$ cat config.mk
export PLATFORM = sky130hd
export DESIGN_NAME = tsa_ctrl
export DESIGN_NICKNAME = d
export VERILOG_FILES = /design/src/assert_macros.svh /design/src/tsa_pkg.sv /design/src/tsa_ctrl.sv
export SDC_FILE = /design/constraint.sdc
export NUM_CORES = 1
export LEC_CHECK = 0
export ABC_CLOCK_PERIOD_IN_PS = 3170
export BUFFER_PORTS_ARGS = -buffer_cell sky130_fd_sc_hd__buf_2
export CORE_AREA = 2 2 39 41
export CTS_CLUSTER_DIAMETER = 150
export DETAILED_ROUTE_END_ITERATION = 8
export DIE_AREA = 0 0 41 43
export GPL_TIMING_DRIVEN = 1
export SLEW_MARGIN = 10
export SYNTH_ARGS = -nofsm -noshare
export SYNTH_HDL_FRONTEND = slang
export SYNTH_SLANG_ARGS = --single-unit
export TNS_END_PERCENT = 50
$ cat constraint.sdc
create_clock -name i_clk -period 3.17 [get_ports i_clk]
set_input_delay 0.317 -clock i_clk [delete_from_list [all_inputs] [get_ports i_clk]]
set_output_delay 0.317 -clock i_clk [all_outputs]
set_load 0.01 [all_outputs]
$ cat src/assert_macros.svh
// Assertion macros used by the RTL file that carries checks.
`ifndef ASSERT_MACROS_SVH
`define ASSERT_MACROS_SVH

// The consequent must hold in the same cycle as the antecedent.
`define TSA_ASSERT_IMP(lbl, clk, rst_n, ante, cons, msg) \
    lbl: assert property (@(posedge clk) disable iff (!(rst_n)) (ante) |-> (cons)) \
        else $error(msg);

// The consequent must hold in the cycle after the antecedent.
`define TSA_ASSERT_NXT(lbl, clk, rst_n, ante, cons, msg) \
    lbl: assert property (@(posedge clk) disable iff (!(rst_n)) (ante) |=> (cons)) \
        else $error(msg);

`endif

$ cat src/tsa_pkg.sv
package tsa_pkg;

    localparam int IDX_W     = 11;
    localparam int DATA_W    = 64;
    localparam int MAP_W     = 64;
    localparam int MAP_BIT_W = 6;

    typedef enum logic [1:0] {
        OP_ALLOC = 2'd0,
        OP_FREE  = 2'd1,
        OP_READ  = 2'd2,
        OP_WRITE = 2'd3
    } t_op;

    localparam logic [1:0] STS_OK      = 2'd0;
    localparam logic [1:0] STS_NO_SLOT = 2'd1;
    localparam logic [1:0] STS_INVALID = 2'd2;

    typedef enum logic [1:0] {
        ST_CLEAR,
        ST_IDLE,
        ST_EXEC,
        ST_DONE
    } t_state;

    typedef struct packed {
        logic clr_step;
        logic accept;
        logic exec;
    } t_cmd;

    typedef struct packed {
        logic clr_last;
    } t_stat;

endpackage

$ cat src/tsa_ctrl.sv
module tsa_ctrl (
    input  logic            i_clk,
    input  logic            i_rst_n,
    input  logic            i_in_valid,
    input  logic            i_out_ready,
    input  tsa_pkg::t_stat  i_stat,
    output tsa_pkg::t_cmd   o_cmd,
    output logic            o_in_ready,
    output logic            o_out_valid
);

    tsa_pkg::t_state r_state;
    tsa_pkg::t_state n_state;

    always_ff @(posedge i_clk) begin
        if (!i_rst_n) begin
            r_state <= tsa_pkg::ST_CLEAR;
        end else begin
            r_state <= n_state;
        end
    end

    always_comb begin
        n_state     = r_state;
        o_cmd       = '0;
        o_in_ready  = 1'b0;
        o_out_valid = 1'b0;
        unique case (r_state)
            tsa_pkg::ST_CLEAR: begin
                o_cmd.clr_step = 1'b1;
                if (i_stat.clr_last) begin
                    n_state = tsa_pkg::ST_IDLE;
                end
            end
            tsa_pkg::ST_IDLE: begin
                o_in_ready = 1'b1;
                if (i_in_valid) begin
                    o_cmd.accept = 1'b1;
                    n_state      = tsa_pkg::ST_EXEC;
                end
            end
            tsa_pkg::ST_EXEC: begin
                o_cmd.exec = 1'b1;
                n_state    = tsa_pkg::ST_DONE;
            end
            tsa_pkg::ST_DONE: begin
                o_out_valid = 1'b1;
                if (i_out_ready) begin
                    n_state = tsa_pkg::ST_IDLE;
                end
            end
            default: begin
                n_state = tsa_pkg::ST_CLEAR;
            end
        endcase
    end

endmodule

; ---- After elaboration in Yosys (flattened, before gate mapping)
; Cells that the tools add are included.
[word_totals]
reg_bits = 2
input_bits = 5
output_inout_bits = 5
elab_cells = 19
[classes]
n_eq_ne = 6
mux = 10
reduce_logical = 2
[op_table]
columns = operator, count
row1 = $pmux 2 s4, 1
row2 = $mux 1, 6
row3 = $mux 2, 3
row4 = $ne 2x2->1 const B, 3
row5 = $eq 2x2->1 const B, 2
row6 = $reduce_and 3->1, 1
row7 = $eq 2x1->1 const B, 1
row8 = $logic_not 2->1, 1

; ---- Longest topological paths before layout
; Gate-level depths: netlist (run 1).
[logic_depth]
depth_word = 3
depth_mapped = 4
depth_no_buf = 4

; ---- Worst setup path after synthesis (run 1)
; No wires, ideal clock.
[synth_timing]
path_type = register -> register
startpoint = register r_state[0]
endpoint = register r_state[0]
setup_time_ps = 72
arrival_time_ps = 1342
required_time_ps = 3098
setup_slack_ps = 1756
stages_incl_launch_ff = 5
cell_sequence = dfxtp_1 inv_1 ha_1 a222oi_1 mux2i_1
[synth_via]
elab_chain_cells = 3
[synth_lines]
columns = item, line_no
row1 = from (decl), tsa_ctrl.sv:12  ; tsa_pkg::t_state r_state;
row2 = from (signal assigned), tsa_ctrl.sv:17  ; r_state <= tsa_pkg::ST_CLEAR;
row3 = from (signal assigned), tsa_ctrl.sv:19  ; r_state <= n_state;
row4 = "$eq 2x2->1, or another cell as far along", tsa_ctrl.sv:28  ; unique case (r_state)
row5 = $ne 2x2->1 (no source line), -
row6 = $reduce_and 3->1 (no source line), -
; Parallel ways exist; a longest one is shown, timed or not.
; A chain may end at the register's enable or synchronous reset.

==> metrics.yaml, run 1 <==
synth_edf_count: 0
die_w_um: 41
clkTransAtPathRegs_ps: 30
path_cells: "inv_1 > ha_1 > and2_2 > buf_2"
postCtsHoldBufs: 0
synth-simple-area-share_pct: 14.2
reg.largest.list: "r_state x2"
cp-endpoint: "o_cmd[1]"
dieHeight_um: 43
synth_nets: 30
slew_viol_final: 0
final_area_um2: 264
ys.flop_type: "dfxtp_1"
fin_crit_sh_pct: 47.2
arrival_ps: 1180
coreArea_um2: 1380
largest_reg_flops: 2
clkLatencyLatePin_ps: 220
antenna_found_initial: 0
crit_slowest_cell: "dfxtp_1"
area_delta_synth_final_pct: 49.6
cp_top_family: "flip-flops"
initial_utilization_pct: 12.7
cpPeakStageDelay_ps: 360
grt_pass1_wl_um: 552
grt_max_degree: 6
dp_cells: 45
p_leak_uw: 0.000155
tns_ps: 0
die-area_um2: 1760
period_minus_slack_ps: 1500
rsz0062_at_grt: "no"
io_buffers: 9
cts_setup_buffers: 0
post_dp_cell_area_um2: 241
synthXorXnorAreaFrac_pct: 0
vias: 170
r2r-end: "r_state[0]$_SDFFE_PN0P_"
ys_async_sr_fraction_pct: 0
ys_ff_latch: 2
final-hold-violation-count: 0
pin_count: 10
max_cap_violations: 0
synth_top_family_by_area: "adder cells"
cp-end-kind: "output pin"
synth.area.mux_share_pct: 11.3
min_path_type: "in2reg"
cts_buffer_depth: 2
initialDrtViolationCount: 5
drc: 0
path_max_fanout: 4
utilization_pct: 19.1
numCtsBuffers: 3
netlist.area_leader.share_pct: 35.5
nets: 44
route.detailed.vias_per_inst: 3.54
setup_viol: 0
yosysWarnings: 0
startpoint: "r_state[1]$_SDFFE_PN0P_"
p_per_area_nw_per_um2: 706
whs_path_depth: 3
cp.depth: 4
cts_tree: "done"
r2r_cells: 4
whs_ps: 381
max_freq_mhz: 669
syn_area_um2: 176
rows: 14
seq_area_frac_synth_pct: 22.7
grt_usage_pct: 5.31
cts.htree.levels: 1
synth.avg_cell_area_um2: 8.82
antenna_cells: 0
vdd_drop_max_mv: 0.140
reg2reg_from: "r_state[0]$_SDFFE_PN0P_"
relSlewSlack_pct: 66.7
grt_pass1_vias: 161
criticalPathCategory: "reg2out"
first_pass_iters: 4
final_cell_count_no_fill: 48
synth_common_cells: "ha_1, inv_1, nand2_1, dfxtp_1, mux2i_1"
ys_types: 8
wl_per_cell_um: 6.90
cts_sinks: 2
yosysTopAreaCell: "ha_1"
grt-ovfl-total: 0
startpoint_type: "flop"
hpwlAfterDp_um: 280
routabilityCongestion: 0.604
synth_fa_ha_area_share_pct: 35.5
crit_buf_inv: 2
cts_resized: 0
wl_um: 331
regMostFlops: "r_state"
drive_gt1_share_pct: 40.6
worst_pin_slew_ps: 500
reg2reg_slack_ps: 1690
fin_skew_ps: 0.946
synth.top_cells.by_area: "ha_1, dfxtp_1, mux2i_1"
ant_nets: 0
status: "finished clean"
synth-compound-area-share_pct: 5.67
root_buffer: "clkbuf_4"
syn_inst: 20
cp.required_ps: 2850
final cells by class:
cell class | count | area, um2
fill | 158 | 1120
multi-input combinational | 13 | 118
timing repair buffer | 9 | 45.0
sequential | 2 | 40.0
clock buffer | 3 | 22.5
tap | 16 | 20.0
inverter | 5 | 18.8
worst min-delay path by stage:
stage                               to  slack [ps]                     from
2_1_floorplan  r_state[1]$_SDFFE_PN0P_         460                  i_rst_n
3_3_place_gp   r_state[1]$_SDFFE_PN0P_         490  r_state[1]$_SDFFE_PN0P_
3_5_place_dp   r_state[1]$_SDFFE_PN0P_         500  r_state[1]$_SDFFE_PN0P_
4_1_cts        r_state[1]$_SDFFE_PN0P_         380                  i_rst_n
5_1_grt        r_state[1]$_SDFFE_PN0P_         390                  i_rst_n
6_report       r_state[1]$_SDFFE_PN0P_         380                  i_rst_n
worst register-to-register path, delay by kind of cell (launching register included):
kind / cells / cell delay (ps)
adders and majority gates: 1 / 210
DFF: 1 / 390
AOI/OAI and AO/OA: 1 / 480
buffers and inverters: 1 / 90
muxes: 1 / 240
cell families (layout without fill, tap and decap cells):
group | Yosys count | in the layout
DFF | 2 | 2
adders and majority gates | 5 | 5
and+or+nand+nor | 5 | 5
muxes | 2 | 2
AOI/OAI and AO/OA | 1 | 1
buffers and inverters | 5 | 17
layout by cell type (no fill, tap or decap), drive strengths merged:
cell type and n:
buf 9, clkbuf 3, nand2b 1, ha 5, dfxtp 2, and2 1
nand2 3, mux2i 2, inv 5, a222oi 1
layer usage:
metal / track usage [%] / vias up / share of wire [%]
li1: - / 87 / -
met1: 4.46 / 69 / 47
met2: 6.56 / 12 / 31
met3: 3.14 / 2 / 17
met4: 8.00 / 0 / 4.5
met5: 0 / - / 0
per-stage QoR:
step	setup WS, ps	total power [uW]
2_1_floorplan	1760	106
3_3_place_gp	1670	131
3_5_place_dp	1660	133
4_1_cts	1660	193
5_1_grt	1530	210
6_report	1670	187
report_power, final:
part           switching [uW]  total, uW  internal, uW
combinational            43.7       85.8          42.1
sequential               10.3       44.5          34.2
clock                    14.5       56.2          41.7
total                    68.5        187           118
Power figures use the tool's default switching activity.
==> inputs of run 2 (changes only) <==
ABC_CLOCK_PERIOD_IN_PS = 1500   (was 3170)
clock period = 1.5 ns   (was 3.17 ns; I/O delays follow)
==> run 2 against run 1 <==
- critical path depth up 1
- routed wire length up 10%
- final area up 6.2%
- clock power up 110%
- first-iteration DRC count down 20%
- global-route usage up 0.41 points
- die area unchanged
- largest power group unchanged
- highest routed layer is now met3
==> metrics.yaml, run 2 (synthesis gave the netlist of run 1 again) <==
status: "finished clean"
cp-end-kind: "flop"
dieHeight_um: 43
rsz0062_at_grt: "no"
worst_pin_slew_ps: 273
routabilityCongestion: 0.661
cts_resized: 0
wl_um: 365
path_cells: "inv_1 > ha_1 > a222oi_1 > buf_4 > mux2i_1"
vias: 176
grt_usage_pct: 5.71
drive_gt1_share_pct: 47.1
cpPeakStageDelay_ps: 350
final_area_um2: 280
mostFrequentLayoutCell: "buf_2"
numCtsBuffers: 3
fin_crit_sh_pct: 90.8
cp_top_family: "flip-flops"
p_per_area_nw_per_um2: 1500
root_buffer: "clkbuf_4"
route.detailed.vias_per_inst: 3.52
arrival_ps: 1500
slew_viol_final: 0
initialDrtViolationCount: 4
criticalPathCategory: "reg2reg"
postCtsHoldBufs: 0
clkLatencyLatePin_ps: 220
relSlewSlack_pct: 81.8
regMostFlops: "r_state"
cts_tree: "done"
grt_pass1_vias: 153
max_cap_violations: 0
grt_max_degree: 6
post-place-ws_ps: 74.9
whs_ps: 213
post_dp_cell_area_um2: 256
antenna_cells: 0
cts_setup_buffers: 0
reg2reg_slack_ps: 140
cp.required_ps: 1640
initial_utilization_pct: 12.7
period_minus_slack_ps: 1360
p_leak_uw: 0.000165
wl_per_cell_um: 7.30
grt_pass1_wl_um: 565
nets: 46
setup_ws_ps: 139
setup_viol: 0
layout_common_cells: "buf_2, inv_1, ha_1"
coreArea_um2: 1380
final-hold-violation-count: 0
crit_buf_inv: 2
drc: 0
vdd_drop_max_mv: 0.378
rows: 14
min_path_type: "in2reg"
die_w_um: 41
reg.largest.list: "r_state x2"
crit_slowest_cell: "dfxtp_2"
area_delta_synth_final_pct: 58.9
path_max_fanout: 5
grt-ovfl-total: 0
max_freq_mhz: 735
fin_skew_ps: 3.53
die-area_um2: 1760
antenna_found_initial: 0
io_buffers: 9
tns_ps: 0
first_pass_iters: 4
utilization_pct: 20.3
startpoint_type: "flop"
cts_buffer_depth: 2
largest_reg_flops: 2
cts_sinks: 2
pin_count: 10
cts.htree.levels: 1
hpwlAfterDp_um: 314
clkTransAtPathRegs_ps: 30
ant_nets: 0
==> run 2: cell count changes in the layout (fill, tap and decap cells not counted) <==
cell / previous run / this run
dfxtp_2: 0 / 1
buf_4: 0 / 2
dfxtp_1: 2 / 1
==> run 2: metrics by stage <==
step                total power, uW  cells
detailed placement              309     47
floorplan                       223     20
CTS                             433     50
global route                    472     50
finish                          421     50
global placement                303     47
==> run 2: routing by layer <==
metal / vias to the layer above / part of all wire, % / wire length (um) / track usage [%]
li1: 91 / - / - / -
met1: 75 / 41 / 151 / 5.11
met2: 10 / 42 / 152 / 6.25
met3: 0 / 16 / 60 / 6.28
met4: 0 / 0 / 0 / 6.00
met5: - / 0 / 0 / 0
==> run 2: worst paths after layout <==
kind	startpoint	endpoint	cells after the start
worst max-delay path	r_state[0]$_SDFFE_PN0P_	r_state[0]$_SDFFE_PN0P_	5
worst min-delay path	i_rst_n	r_state[0]$_SDFFE_PN0P_	3
worst max register to register	r_state[0]$_SDFFE_PN0P_	r_state[0]$_SDFFE_PN0P_	5
worst min register to register	r_state[0]$_SDFFE_PN0P_	r_state[0]$_SDFFE_PN0P_	2
==> run 2: power breakdown <==
group          internal, uW  leakage (uW)  total (uW)  switching [uW]
clock network          88.1     0.0000138         117            28.7
logic                   110      0.000134         211             101
registers              75.0     0.0000168        93.7            18.7
total                   273      0.000165         421             149
==> run 2: cell type report <==
cell class              instances  area, um2
clock buffers                   3       22.5
flip-flops and latches          2       41.3
fillers                       162       1100
inverters                       5       18.8
well taps                      16       20.0
multi-input cells              13        118
repair buffers                 11       60.1
==> run 2: worst register-to-register path, stage by stage, from the launching register on <==
cell and delay (ps):
dfxtp_2 350, inv_1 70, ha_1 210, a222oi_1 310, buf_4 180, mux2i_1 160
==> inputs of run 3 (changes only) <==
ABC_AREA = 1   (was unset)
==> run 3 against run 2 <==
- first-iteration DRC count is 25% lower
- synthesized area increased by 28%
- combinational power rose by 76%
- hold slack got worse by 49 ps
- critical path type is now reg2out
- largest cell class unchanged
==> metrics.yaml, run 3 <==
area_delta_synth_final_pct: 38.7
synth_edf_count: 0
multi_input_area_um2: 133
slew_viol_final: 0
nets: 51
cp-end-kind: "output pin"
vias: 183
grt_usage_pct: 6.31
p_per_area_nw_per_um2: 1890
arrival_ps: 1180
routabilityCongestion: 0.665
ys_ff_latch: 2
postCtsHoldBufs: 0
status: "finished clean"
yosysTopAreaCell: "ha_1"
p_total_uw: 594
ys.flop_type: "dfxtp_1"
ant_nets: 0
dieHeight_um: 43
wl_per_cell_um: 6.95
largest_reg_flops: 2
syn_inst: 27
rows: 14
tns_ps: 0
layout_common_cells: "buf_2, nand2_1, inv_1, ha_1, nor2_1"
p_leak_uw: 0.000194
synth_common_cells: "ha_1, inv_1, nand2_1, nor2_1, nand2_2"
initialDrtViolationCount: 3
setup_viol: 0
max_freq_mhz: 753
synth.top_cells.by_area: "ha_1, dfxtp_1, bufinv_8"
min_path_type: "in2reg"
mostFrequentLayoutCell: "buf_2"
cts_tree: "done"
startpoint_type: "flop"
final_cell_count_no_fill: 55
first_pass_iters: 2
antenna_found_initial: 0
cts_buffer_depth: 2
cts.htree.levels: 1
clkTransAtPathRegs_ps: 30
grt_pass1_wl_um: 683
synth_nets: 37
path_cells: "bufinv_8 > ha_1 > nand2_1 > inv_1 > buf_2"
fin_crit_sh_pct: 88.5
netlist.area_leader.share_pct: 27.6
path_max_fanout: 4
utilization_pct: 22.7
syn_area_um2: 226
cpPeakStageDelay_ps: 340
criticalPathCategory: "reg2out"
drc: 0
regMostFlops: "r_state"
post_dp_cell_area_um2: 292
drive_gt1_share_pct: 46.2
ys_types: 8
final-hold-violation-count: 0
worst_pin_slew_ps: 153
rsz0062_at_grt: "no"
wl_um: 382
relSlewSlack_pct: 89.8
cts_sinks: 2
reg.largest.list: "r_state x2"
die-area_um2: 1760
coreArea_um2: 1380
yosysWarnings: 0
grt_max_degree: 5
numCtsBuffers: 3
ys_async_sr_fraction_pct: 0
crit_slowest_cell: "dfxtp_1"
max_cap_violations: 0
initial_utilization_pct: 16.4
use_met2_pct: 8.13
grt_pass1_vias: 183
pin_count: 10
synth.avg_cell_area_um2: 8.39
route.detailed.vias_per_inst: 3.33
period_minus_slack_ps: 1330
grt-busiest-layer: "met2"
hpwlAfterDp_um: 322
root_buffer: "clkbuf_4"
num-fill-cells: 163
fin_skew_ps: 1.87
use_met1_pct: 6.07
clkLatencyLatePin_ps: 220
vdd_drop_max_mv: 0.405
dp_cells: 52
cts_resized: 0
cp.required_ps: 1350
antenna_cells: 0
grt-ovfl-total: 0
io_buffers: 9
grtUsageMet3_pct: 4.71
regArea_um2: 40.0
final_area_um2: 314
seq_area_frac_synth_pct: 17.7
cts_setup_buffers: 0
die_w_um: 41
[run 3: cell types whose count changed after synthesis, sizes merged]
cell	change
bufinv	+2
nor2	+4
mux2i	-2
a222oi	-1
and2	-1
nand2b	-1
nand2	+5
nand3	+1
[run 3: final cells by class]
| type | count | share of cell area (%) |
|---|---|---|
| multi-input combinational | 18 | 42.2 |
| inverter | 7 | 17.1 |
| timing repair buffer | 9 | 14.3 |
| sequential | 2 | 12.7 |
| clock buffer | 3 | 7.17 |
| tap | 16 | 6.37 |
[run 3: critical path: cells and delay by family, from the launching register on]
kind	cells	cell delay, ps
simple gates	1	60
flops	1	340
fa+ha+maj	1	200
buf+inv	3	340
[run 3: worst paths after layout]
path                                 from                 endpoint  slack (ps)  depth (start not counted)
hold reg to reg   r_state[1]$_SDFFE_PN0P_  r_state[1]$_SDFFE_PN0P_         680                          4
setup reg to reg  r_state[0]$_SDFFE_PN0P_  r_state[1]$_SDFFE_PN0P_         280                          6
setup / recovery  r_state[1]$_SDFFE_PN0P_                 o_cmd[1]         170                          5
hold / removal                    i_rst_n  r_state[1]$_SDFFE_PN0P_         160                          3
[run 3: routing by layer]
layer  part of all wire, %  routed length, um  vias to the layer above
met5                     0                  0                        -
met4                     0                  0                        0
met3                    13                 50                        0
met2                    41                158                       11
met1                    45                173                       72
li1                      -                  -                      100
[run 3: kinds of logic after synthesis]
kind of cell	after synthesis	synth area share, %
and+or+nand+nor	13	30.9
DFF	2	17.7
adders and majority gates	5	27.6
buffers and inverters	7	23.8
[run 3: power breakdown]
group	switching (uW)	internal, uW
clock	30.9	88.3
combinational	172	200
sequential	23.1	79.6
total	226	368
[run 3: per-stage QoR]
stage | hold slack (ps) | setup slack, ps
floorplan | 270 | 321
finish | 164 | 172
global placement | 391 | 282
detailed placement | 397 | 266
CTS | 158 | 157
global route | 174 | 72.3
